### config.mk
export PLATFORM = sky130hd
export DESIGN_NAME = mqtt_receive_deframer_unit
export DESIGN_NICKNAME = d
export VERILOG_FILES = /design/src/sv/mqttrd_pkg.sv /design/src/sv/mqttrd_parser.sv /design/src/sv/mqtt_receive_deframer_unit.sv
export SDC_FILE = /design/constraint.sdc
export NUM_CORES = 1
export LEC_CHECK = 0
export BUFFER_PORTS_ARGS = -buffer_cell sky130_fd_sc_hd__buf_2
export CAP_MARGIN = 30
export CORE_UTILIZATION = 35
export DETAILED_ROUTE_END_ITERATION = 16
export GPL_TIMING_DRIVEN = 0
export MAX_ROUTING_LAYER = met4
export PLACE_DENSITY_LB_ADDON = 0.25
export REMOVE_ABC_BUFFERS = 1
export SKIP_LAST_GASP = 1
export SYNTH_ARGS = -nofsm -noshare
export SYNTH_HDL_FRONTEND = slang
export SYNTH_SLANG_ARGS = --single-unit
export TNS_END_PERCENT = 50
### constraint.sdc
create_clock -name aclk -period 14.3 [get_ports aclk]
set_input_delay 4.29 -clock aclk [delete_from_list [all_inputs] [get_ports aclk]]
set_output_delay 4.29 -clock aclk [all_outputs]
set_load 0.1 [all_outputs]
### src/sv/mqttrd_pkg.sv
// Shared types and constants for the MQTT receive deframer.
// Used by the parser, the top level and the port checker; no dependencies.
`default_nettype none

package mqttrd_pkg;

    localparam int CFG_W     = 29;
    localparam int LEN_W     = 28;
    localparam int TOPIC_W   = 16;
    localparam int OFF_W     = 18;
    localparam int TDATA_W   = 96;
    localparam int IN_TDATA_W = 8;

    localparam logic [CFG_W-1:0] MAX_PACKET_RESET = 29'd65536;

    typedef enum logic [1:0] {
        PH_HEADER = 2'd0,
        PH_LENGTH = 2'd1,
        PH_BODY   = 2'd2,
        PH_HALT   = 2'd3
    } phase_t;

    // byte roles
    localparam logic [2:0] ROLE_IGNORED   = 3'd0;
    localparam logic [2:0] ROLE_HEADER    = 3'd1;
    localparam logic [2:0] ROLE_LENGTH    = 3'd2;
    localparam logic [2:0] ROLE_TOPIC_LEN = 3'd3;
    localparam logic [2:0] ROLE_TOPIC     = 3'd4;
    localparam logic [2:0] ROLE_PACKET_ID = 3'd5;
    localparam logic [2:0] ROLE_PAYLOAD   = 3'd6;
    localparam logic [2:0] ROLE_OTHER     = 3'd7;

    // events
    localparam logic [3:0] EV_NONE          = 4'd0;
    localparam logic [3:0] EV_CONNACK_OK    = 4'd1;
    localparam logic [3:0] EV_CONNACK_REF   = 4'd2;
    localparam logic [3:0] EV_SUBACK_OK     = 4'd3;
    localparam logic [3:0] EV_SUBACK_REF    = 4'd4;
    localparam logic [3:0] EV_PUBLISH       = 4'd5;
    localparam logic [3:0] EV_PUBLISH_BAD   = 4'd6;
    localparam logic [3:0] EV_BAD_LENGTH    = 4'd7;
    localparam logic [3:0] EV_OVERSIZE      = 4'd8;
    localparam logic [3:0] EV_PINGRESP      = 4'd9;
    localparam logic [3:0] EV_IGNORED       = 4'd10;

    // packet types (upper nibble of the fixed header)
    localparam logic [3:0] TYPE_CONNACK  = 4'd2;
    localparam logic [3:0] TYPE_PUBLISH  = 4'd3;
    localparam logic [3:0] TYPE_SUBACK   = 4'd9;
    localparam logic [3:0] TYPE_PINGRESP = 4'd13;

    localparam logic [7:0] SUBACK_FAILURE = 8'h80;
    localparam logic [7:0] CODE_NONE      = 8'hFF;

    // result fields carried on m_tdata; last member sits in the lowest bits
    typedef struct packed {
        logic [LEN_W-1:0]   payload_length;
        logic [TOPIC_W-1:0] topic_length;
        logic [LEN_W-1:0]   remaining_length;
        logic [1:0]         qos_level;
        logic [7:0]         return_code;
        logic [3:0]         event_res;
        logic [3:0]         packet_type;
    } res_t;

    typedef struct packed {
        logic [2:0] byte_role;
        logic       packet_end;
        res_t       fields;
    } beat_t;

endpackage

`default_nettype wire

### src/sv/mqttrd_parser.sv
// Per-byte MQTT parser state and update logic for the receive deframer.
// Depends on mqttrd_pkg; the result for the presented byte is combinational.
`default_nettype none

module mqttrd_parser (
    input  logic                          aclk,
    input  logic                          aresetn,
    input  logic                          step,
    input  logic                          mode,
    input  logic [7:0]                    rx_byte,
    input  logic [mqttrd_pkg::CFG_W-1:0]  max_bytes,
    output mqttrd_pkg::beat_t             beat_next
);
    import mqttrd_pkg::*;

    phase_t             phase_reg, phase_next;
    logic [7:0]         header_reg, header_next;
    logic [LEN_W-1:0]   accum_reg, accum_next;
    logic [2:0]         digits_reg, digits_next;
    logic [LEN_W-1:0]   index_reg, index_next;
    logic [TOPIC_W-1:0] topic_reg, topic_next;
    logic [7:0]         code_reg, code_next;
    logic               subref_reg, subref_next;

    logic [CFG_W-1:0]   count;
    logic               oversize;
    logic [LEN_W-1:0]   digit_term;
    logic [LEN_W-1:0]   accum_len;
    logic [2:0]         digits_inc;
    logic               bad_len;
    logic               len_done;
    logic [3:0]         pkt_type;
    logic [LEN_W-1:0]   index_inc;
    logic               body_done;
    logic [TOPIC_W-1:0] topic_body;
    logic [TOPIC_W-1:0] topic_cur;
    logic [OFF_W-1:0]   topic_end;
    logic [OFF_W-1:0]   pub_off;
    logic [2:0]         body_role;
    logic [7:0]         code_body;
    logic               subref_body;
    logic [LEN_W-1:0]   accum_fin;
    logic [7:0]         code_fin;
    logic               subref_fin;
    logic               pub_ok;
    logic [LEN_W-1:0]   payload;
    logic [3:0]         fin_event;

    // bytes counted so far for this packet, including the one presented
    assign count = (phase_reg == PH_HEADER) ? CFG_W'(1)
                 : CFG_W'(2) + CFG_W'(digits_reg) + CFG_W'(index_reg);
    assign oversize = count > max_bytes;

    always_comb begin
        case (digits_reg[1:0])
            2'd0:    digit_term = LEN_W'(rx_byte[6:0]);
            2'd1:    digit_term = LEN_W'({rx_byte[6:0], 7'd0});
            2'd2:    digit_term = LEN_W'({rx_byte[6:0], 14'd0});
            default: digit_term = {rx_byte[6:0], 21'd0};
        endcase
    end

    assign accum_len  = accum_reg + digit_term;
    assign digits_inc = digits_reg + 3'd1;
    assign bad_len    = rx_byte[7] && (digits_inc >= 3'd4);
    assign len_done   = !rx_byte[7] && (accum_len == '0);

    assign pkt_type  = header_reg[7:4];
    assign index_inc = index_reg + LEN_W'(1);
    assign body_done = index_inc >= accum_reg;

    always_comb begin
        topic_body = topic_reg;
        if (pkt_type == TYPE_PUBLISH) begin
            if (index_reg == '0) begin
                topic_body = {rx_byte, 8'h00};
            end else if (index_reg == LEN_W'(1)) begin
                topic_body = {topic_reg[15:8], rx_byte};
            end
        end
    end

    assign topic_cur = (phase_reg == PH_BODY) ? topic_body : topic_reg;
    assign topic_end = OFF_W'(2) + OFF_W'(topic_cur);
    assign pub_off   = topic_end + ((header_reg[2:1] != 2'd0) ? OFF_W'(2) : OFF_W'(0));

    always_comb begin
        body_role = ROLE_OTHER;
        if (pkt_type == TYPE_PUBLISH) begin
            if (index_reg < LEN_W'(2)) begin
                body_role = ROLE_TOPIC_LEN;
            end else if (index_reg < LEN_W'(topic_end)) begin
                body_role = ROLE_TOPIC;
            end else if (index_reg < LEN_W'(pub_off)) begin
                body_role = ROLE_PACKET_ID;
            end else begin
                body_role = ROLE_PAYLOAD;
            end
        end
    end

    assign code_body   = (pkt_type == TYPE_CONNACK && index_reg == LEN_W'(1)) ? rx_byte
                                                                               : code_reg;
    assign subref_body = subref_reg || (pkt_type == TYPE_SUBACK && index_reg >= LEN_W'(2)
                                        && rx_byte == SUBACK_FAILURE);

    assign accum_fin  = (phase_reg == PH_LENGTH) ? accum_len : accum_reg;
    assign code_fin   = (phase_reg == PH_BODY) ? code_body : code_reg;
    assign subref_fin = (phase_reg == PH_BODY) ? subref_body : subref_reg;
    assign pub_ok     = (accum_fin >= LEN_W'(2)) && (LEN_W'(pub_off) <= accum_fin);
    assign payload    = accum_fin - LEN_W'(pub_off);

    always_comb begin
        case (pkt_type)
            TYPE_CONNACK:  fin_event = (code_fin == 8'h00) ? EV_CONNACK_OK : EV_CONNACK_REF;
            TYPE_SUBACK:   fin_event = subref_fin ? EV_SUBACK_REF : EV_SUBACK_OK;
            TYPE_PUBLISH:  fin_event = pub_ok ? EV_PUBLISH : EV_PUBLISH_BAD;
            TYPE_PINGRESP: fin_event = EV_PINGRESP;
            default:       fin_event = EV_IGNORED;
        endcase
    end

    // phase sequencing
    always_comb begin
        phase_next = phase_reg;
        if (mode) begin
            phase_next = PH_HEADER;
        end else begin
            case (phase_reg)
                PH_HEADER: phase_next = oversize ? PH_HALT : PH_LENGTH;
                PH_LENGTH: begin
                    if (oversize || bad_len) begin
                        phase_next = PH_HALT;
                    end else if (len_done) begin
                        phase_next = PH_HEADER;
                    end else if (!rx_byte[7]) begin
                        phase_next = PH_BODY;
                    end
                end
                PH_BODY: begin
                    if (oversize) begin
                        phase_next = PH_HALT;
                    end else if (body_done) begin
                        phase_next = PH_HEADER;
                    end
                end
                default: phase_next = PH_HALT;
            endcase
        end
    end

    // packet registers and the result beat
    always_comb begin
        header_next = header_reg;
        accum_next  = accum_reg;
        digits_next = digits_reg;
        index_next  = index_reg;
        topic_next  = topic_reg;
        code_next   = code_reg;
        subref_next = subref_reg;
        beat_next   = '0;

        if (mode) begin
            header_next = '0;
            accum_next  = '0;
            digits_next = '0;
            index_next  = '0;
            topic_next  = '0;
            code_next   = CODE_NONE;
            subref_next = 1'b0;
        end else if (phase_reg == PH_HALT) begin
            beat_next = '0;
        end else if (oversize) begin
            beat_next.fields.event_res = EV_OVERSIZE;
            if (phase_reg != PH_HEADER) begin
                beat_next.fields.packet_type      = header_reg[7:4];
                beat_next.fields.qos_level        = header_reg[2:1];
                beat_next.fields.remaining_length = accum_reg;
                beat_next.fields.topic_length     = topic_reg;
            end
        end else if (phase_reg == PH_HEADER) begin
            header_next = rx_byte;
            accum_next  = '0;
            digits_next = '0;
            index_next  = '0;
            topic_next  = '0;
            code_next   = CODE_NONE;
            subref_next = 1'b0;
            beat_next.byte_role          = ROLE_HEADER;
            beat_next.fields.packet_type = rx_byte[7:4];
            beat_next.fields.qos_level   = rx_byte[2:1];
        end else begin
            beat_next.fields.packet_type      = header_reg[7:4];
            beat_next.fields.qos_level        = header_reg[2:1];
            beat_next.fields.remaining_length = accum_fin;
            beat_next.fields.topic_length     = topic_cur;
            if (phase_reg == PH_LENGTH) begin
                accum_next          = accum_len;
                digits_next         = digits_inc;
                beat_next.byte_role = ROLE_LENGTH;
                if (bad_len) begin
                    beat_next.fields.event_res = EV_BAD_LENGTH;
                end
            end else begin
                topic_next          = topic_body;
                code_next           = code_body;
                subref_next         = subref_body;
                index_next          = index_inc;
                beat_next.byte_role = body_role;
            end
            if ((phase_reg == PH_LENGTH && len_done) || (phase_reg == PH_BODY && body_done))
            begin
                beat_next.packet_end       = 1'b1;
                beat_next.fields.event_res = fin_event;
                if (pkt_type == TYPE_CONNACK) begin
                    beat_next.fields.return_code = code_fin;
                end
                if (pkt_type == TYPE_PUBLISH && pub_ok) begin
                    beat_next.fields.payload_length = payload;
                end
            end
        end
    end

    always_ff @(posedge aclk) begin
        if (!aresetn) begin
            phase_reg  <= PH_HEADER;
            header_reg <= '0;
            accum_reg  <= '0;
            digits_reg <= '0;
            index_reg  <= '0;
            topic_reg  <= '0;
            code_reg   <= CODE_NONE;
            subref_reg <= 1'b0;
        end else if (step) begin
            phase_reg  <= phase_next;
            header_reg <= header_next;
            accum_reg  <= accum_next;
            digits_reg <= digits_next;
            index_reg  <= index_next;
            topic_reg  <= topic_next;
            code_reg   <= code_next;
            subref_reg <= subref_next;
        end
    end

endmodule

`default_nettype wire

### src/sv/mqtt_receive_deframer_unit.sv
// Top level of the MQTT receive deframer: input register, parser, result register.
// Depends on mqttrd_pkg and mqttrd_parser.
//
//  channel  | direction | beat payload
//  ---------+-----------+-----------------------------------------------------
//  s_*      | in        | tdata = rx_byte; tuser = mode (1 = parser reset)
//  m_*      | out       | tdata = parsed fields; tuser = byte_role; tlast = end
//  cfg_*    | in        | max_packet_bytes, written when cfg_wr_en is high
//
// One byte per cycle sustained while m_tready is high; m_tvalid rises once an accepted
// byte has passed the input register, then the parser logic into the result register.
// The parser state advances as a byte moves from the input register to the result
// register, so the next byte sees the updated state when it reaches the parser.
// Reset is synchronous on aresetn low; the limit returns to 65536.
// A stall on m_tready holds the result; the input register keeps one more byte.
`default_nettype none

module mqtt_receive_deframer_unit (
    input  logic                                aclk,
    input  logic                                aresetn,
    // input beats
    input  logic                                s_tvalid,
    output logic                                s_tready,
    input  logic [mqttrd_pkg::IN_TDATA_W-1:0]   s_tdata,   // [7:0] rx_byte
    input  logic                                s_tuser,   // [0] mode
    // result beats
    output logic                                m_tvalid,
    input  logic                                m_tready,
    // [3:0] packet_type, [7:4] event_res, [15:8] return_code, [17:16] qos_level,
    // [45:18] remaining_length, [61:46] topic_length, [89:62] payload_length
    output logic [mqttrd_pkg::TDATA_W-1:0]      m_tdata,
    output logic [2:0]                          m_tuser,   // [2:0] byte_role
    output logic                                m_tlast,   // packet_end
    // configuration
    input  logic                                cfg_wr_en,
    input  logic [mqttrd_pkg::CFG_W-1:0]        cfg_wr_data // [28:0] max_packet_bytes
);
    import mqttrd_pkg::*;

    logic             in_valid_reg;
    logic             in_mode_reg;
    logic [7:0]       in_byte_reg;
    logic             out_valid_reg;
    beat_t            out_beat_reg;
    logic [CFG_W-1:0] max_bytes_reg;
    beat_t            beat_next;
    logic             advance;

    // move a byte into the result register whenever that register is free or draining
    assign advance  = in_valid_reg && (!out_valid_reg || m_tready);
    assign s_tready = !in_valid_reg || advance;

    always_ff @(posedge aclk) begin
        if (!aresetn) begin
            in_valid_reg <= 1'b0;
        end else if (s_tready) begin
            in_valid_reg <= s_tvalid;
        end
    end

    // payload: hold while the byte waits
    always_ff @(posedge aclk) begin
        if (s_tready && s_tvalid) begin
            in_mode_reg <= s_tuser;
            in_byte_reg <= s_tdata;
        end
    end

    always_ff @(posedge aclk) begin
        if (!aresetn) begin
            max_bytes_reg <= MAX_PACKET_RESET;
        end else if (cfg_wr_en) begin
            max_bytes_reg <= cfg_wr_data;
        end
    end

    mqttrd_parser u_parser (
        .aclk      (aclk),
        .aresetn   (aresetn),
        .step      (advance),
        .mode      (in_mode_reg),
        .rx_byte   (in_byte_reg),
        .max_bytes (max_bytes_reg),
        .beat_next (beat_next)
    );

    always_ff @(posedge aclk) begin
        if (!aresetn) begin
            out_valid_reg <= 1'b0;
        end else if (advance) begin
            out_valid_reg <= 1'b1;
        end else if (m_tready) begin
            out_valid_reg <= 1'b0;
        end
    end

    always_ff @(posedge aclk) begin
        if (advance) begin
            out_beat_reg <= beat_next;
        end
    end

    assign m_tvalid = out_valid_reg;
    assign m_tdata  = TDATA_W'(out_beat_reg.fields);
    assign m_tuser  = out_beat_reg.byte_role;
    assign m_tlast  = out_beat_reg.packet_end;

endmodule

`default_nettype wire

# Word level (Yosys, flattened, before mapping)
# Cells that the tools add are included.
# word_totals
output_inout_bits,102
regBits,228
inputBits,43
elab_cells,178
# classes
n_lt_le_gt_ge,9
addsub,8
eq_ne,16
n_bitwise,3
n_reduce_logical,40
mux,77
# ops
op,n
28-bit two-way mux,11
16-bit two-way mux,8
8-bit two-way mux,13
46-bit two-way mux,2
28-bit one-hot mux with 3 select lines,1
29-bit two-way mux,2
"28-bit by 2-bit greater-or-equal comparator with 1-bit output, second input constant",2
28-bit logical NOT,2
28-bit by 18-bit < comparator with 1-bit output,2
44-bit two-way mux,1
3-bit two-way mux,10
29-bit by 28-bit adder with 29-bit output,1
29-bit > comparator,1
"28-bit by 1-bit adder with 28-bit output, second input constant",1
28-bit adder,1
"28-bit by 1-bit == test with 1-bit output, second input constant",1
28-bit greater-or-equal comparator,1
18-bit by 28-bit less-or-equal comparator with 1-bit output,1
"28-bit by 2-bit < comparator with 1-bit output, second input constant",1
28-bit by 18-bit subtractor with 28-bit output,1
2-bit two-way mux,13
4-bit two-way mux,5
18-bit adder,1
"2-bit by 16-bit adder with 17-bit output, first input constant",1
30 further kinds,70

# Logic depth before layout (Yosys ltp)
# depth
ltp_word,14
ltp_mapped,30

# Hierarchy
# Synthesis repeated with hierarchy kept, for this count alone.
# unflattened
cells_unflattened,2032
area_unflattened_um2,17638.2
# modules_own_cells
mod,cells_each,seq_area_each_um2,area_each_um2,instances
mqttrd_parser,1820,1841.8,13312.8,1
mqtt_receive_deframer_unit,212,3713.6,4325.4,1

# Worst setup path before layout
# OpenSTA, ideal clock, no wires.
# synth_path
kind,input port to output port
from,input port m_tready
to,output port s_tready
path_slack_ns,4.942
arrival_ns,5.068
stages,2
path_buffers,0
path_cell_list,nor2b_1 -> nand2_1
# synth_between
elab_chain_len,3
# synth_rtl
item,line,text
from (decl),mqtt_receive_deframer_unit.sv:28,"input logic m_tready,"
1-bit logical OR,mqtt_receive_deframer_unit.sv:50,assign advance = in_valid_reg && (!out_valid_reg || m_tready);
1-bit logical AND,mqtt_receive_deframer_unit.sv:50,
1-bit logical OR,mqtt_receive_deframer_unit.sv:51,assign s_tready = !in_valid_reg || advance;
to (decl),mqtt_receive_deframer_unit.sv:23,"output logic s_tready,"
# Every way passes these cells.

# Worst setup path after layout
# Ends and elaborated chain as after synthesis.

==> metrics.md <==
| Metric | Value |
|---|---|
| Outcome | `completed` |
| Half-perimeter wire length of the detailed placement result | `42700 um` |
| Type of the worst setup path | `in2out` |
| Number of buffers added for setup after CTS | `0` |
| Period Utilization, post-route | `approximately two thirds` |
| EDFF count, synth | `103` |
| Sink Count | `226` |
| Clock tree skew after final layout | `0.0314 ns` |
| Total number of cells along the worst setup path | `4` |
| Number of buffer cells added on primary ports | `138` |
| Horizontal die dimension | `between 200 and 250 um` |
| TritonCTS clock tree | `built` |
| Number of buffers created by CTS | `28` |
| Maximum fanout count along the critical path | `4` |
| Commonest non-fill, non-tap cell in the layout | `sky130_fd_sc_hd__nor2_1` |
| Power per Cell Area | `87.8 nW/um2` |
| Final antenna-violating net count | `0` |
| Placed cells | `2706` |
| Worst reg-to-reg path cell count | `24` |
| Maximum number of buffers from clock root to sink | `3` |
| Max Freq | `106 MHz` |
| Post-DR vias/cell | `5.42` |
| Worst hold stages | `2` |
| Mean instance size in the synthesized netlist | `8.59 um2` |
| Drc violations | `0` |
| Max reg flops | `90` |
| Core Footprint | `48100 um2` |
| Synthesized flop and latch total | `226` |
| DR pass1 iterations | `6` |
| Critical path data arrival time | `5.12 ns` |
| Number of hold violations in the final report | `0` |
| Summed instance area of the synthesized netlist | `17200 um2` |
| Peak VDD IR | `0.0863 mV` |
| Top cell family by delay on the critical path | `simple AND/OR/NAND/NOR gates` |
| Share of flip-flops with an asynchronous set or reset | `0%` |
| Proportion of layout cells with a drive suffix above 1 | `12.0%` |
| Library cell appearing most often on the critical path | `sky130_fd_sc_hd__buf_2` |
| RePlAce Congestion | `~0.96` |
| Tightest Hold Check Type | `reg2reg` |
| Portion of the post-synthesis area used by sequential elements | `32.3%` |
| Clock-pin slew reported for the worst setup and hold paths after clock tree synthesis | `roughly 0.070 ns` |
| Max-slew violation total from the final report | `0` |
| N_diodes | `0` |
| CP Data Required Time | `approximately 10 ns` |
| Yosys warning count | `0` |
| Filler instances | `between 4000 and 5000` |
| Global router's overall resource usage | `22.1%` |
| Number of H-tree levels | `1` |
| Static Leak | `between 7 and 8 nW` |
| Count of unique library cells instantiated by Yosys | `95` |
| Initial standard-cell utilization of the core | `35.8%` |
| Root buffer cell | `sky130_fd_sc_hd__clkbuf_16` |
| Worst relative slew slack | `26.5%` |
| Most used DFF post-synth | `sky130_fd_sc_hd__dfxtp_1` |
| Number of antenna violations at the first check in global routing | `0` |
| Overflow left after global routing | `0` |
| Min Clock Period, post-route | `between 9 and 10 ns` |
| Rows | `80` |
| Category of the worst setup path capture point | `primary output` |
| First-pass GRT wire length | `83700 um` |
| Post-layout instance count excluding filler cells | `2759` |
| Latest clock arrival within the worst-skew pair | `approximately 0.59 ns` |
| Critical Path Slowest Stage Cell | `sky130_fd_sc_hd__nor2b_1` |
| Via count of the first global-routing pass | `14300` |
| Post-Synthesis Cells | `2005` |
| Maximum single-stage delay on the critical path | `slightly above 0.3 ns` |
| Most frequent cells in the layout | `251 x sky130_fd_sc_hd__nor2_1, 147 x sky130_fd_sc_hd__ha_1, 139 x sky130_fd_sc_hd__buf_2` |
| Area Overhead vs Synth | `13.0%` |
| Post-cts resize count | `0` |
| Iteration-0 DRC Markers | `1226` |
| Final setup vio count | `0` |
| Total number of vias | `between 10000 and 15000` |
| Die ar. | `50100 um2` |
| Avg WL per Cell | `between 15 and 20 um` |
| Sequence of cells on the critical path | `buf_2 > nor2b_1 > nand2_1 > buf_2` |
| Transition at the pin with the smallest max-transition slack | `1.09 ns` |
| Category of the worst setup path launch point | `input pin` |
| RSZ-0062 raised after global routing | `false` |
| Top-level port count | `145` |
| Overall power consumption | `approximately 1.7 mW` |
| Die Y | `between 200 and 250 um` |
| Number of nets in the layout | `2274` |
| Total wirelength of the detailed-routed design | `54800 um` |
| MaxCap Viol Count | `0` |
| Largest net degree at the start of global routing | `50` |
| Worst Path Buf+Inv | `2` |
| Number of hold buffers added after CTS | `0` |
[final timing paths]
kind,from,endpoint,slack [ns]
max,m_tready,s_tready,4.89
min,u_parser.subref_reg,u_parser.subref_reg,0.48
max reg2reg,u_parser.index_reg[1],m_tdata[74],5.81
min reg2reg,u_parser.subref_reg,u_parser.subref_reg,0.48
[cell usage after synthesis, types with 60 or more instances]
master / n / area share (%)
sky130_fd_sc_hd__clkbuf_1: 82 / 1.8
sky130_fd_sc_hd__edfxtp_1: 103 / 18
sky130_fd_sc_hd__mux2i_1: 70 / 4.1
sky130_fd_sc_hd__nand3_1: 60 / 1.7
sky130_fd_sc_hd__xnor2_1: 87 / 4.4
sky130_fd_sc_hd__ha_1: 147 / 11
sky130_fd_sc_hd__nand2_1: 119 / 2.6
sky130_fd_sc_hd__dfxtp_1: 123 / 14
sky130_fd_sc_hd__inv_1: 98 / 2.1
sky130_fd_sc_hd__a21oi_1: 86 / 2.5
sky130_fd_sc_hd__nor2_1: 253 / 5.5
sky130_fd_sc_hd__nor2b_1: 88 / 3.2
sky130_fd_sc_hd__o21ai_0: 73 / 2.1
[area by class of cell]
type / instances / area [um2] / area share, %
repair buffers: 158 / 975 / 5.01
flip-flops and latches: 226 / 5560 / 28.5
clock inverters: 21 / 240 / 1.23
multi-input cells: 1569 / 10800 / 55.5
well taps: 656 / 821 / 4.22
clock buffers: 31 / 712 / 3.66
inverters: 98 / 368 / 1.89
[per-stage QoR]
stage | cell area, um2 | utilization (%) | setup slack (ns) | TNS, ns | hold slack (ns)
final | 19500 | 40.4 | 4.89 | 0 | 0.481
after global placement | 18200 | 37.8 | -2.26 | -64.03 | 0.453
after detailed placement | 18500 | 38.4 | 4.90 | 0 | 0.464
after global routing | 19500 | 40.4 | 4.82 | 0 | 0.536
after floorplan | 16700 | - | 1.53 | 0 | 0.438
after CTS | 19400 | 40.4 | 4.90 | 0 | 0.481
[tightest hold or removal path, cell delays in order, from the launching register on]
cell and delay, ns:
sky130_fd_sc_hd__dfxtp_1 0.33, sky130_fd_sc_hd__a21oi_1 0.04, sky130_fd_sc_hd__nor2_1 0.07
[kinds of logic after synthesis]
| family | after synthesis | share of synthesized area [%] |
|---|---|---|
| flops | 226 | 32.3 |
| xor+xnor | 133 | 6.89 |
| fa+ha+maj | 152 | 11.1 |
| mux | 75 | 4.40 |
| other cells | 2 | 0.0436 |
| simple gates | 773 | 22.9 |
| compound gates | 428 | 17.0 |
| buf+inv | 216 | 5.35 |
[power by group]
group / switching (mW) / internal, mW
Sequential: 0.0201 / 0.694
Clock: 0.308 / 0.435
Combinational: 0.183 / 0.0683
[per-layer routing]
metal | GRT usage, % | part of all wire [%] | vias to the layer above
li1 | - | - | 7349
met1 | 30.0 | 47 | 7083
met2 | 34.4 | 45 | 444
met3 | 2.72 | 5.8 | 78
met4 | 6.54 | 2.5 | 0
met5 | - | 0 | -
No activity file was read; power rests on OpenSTA's default activity.
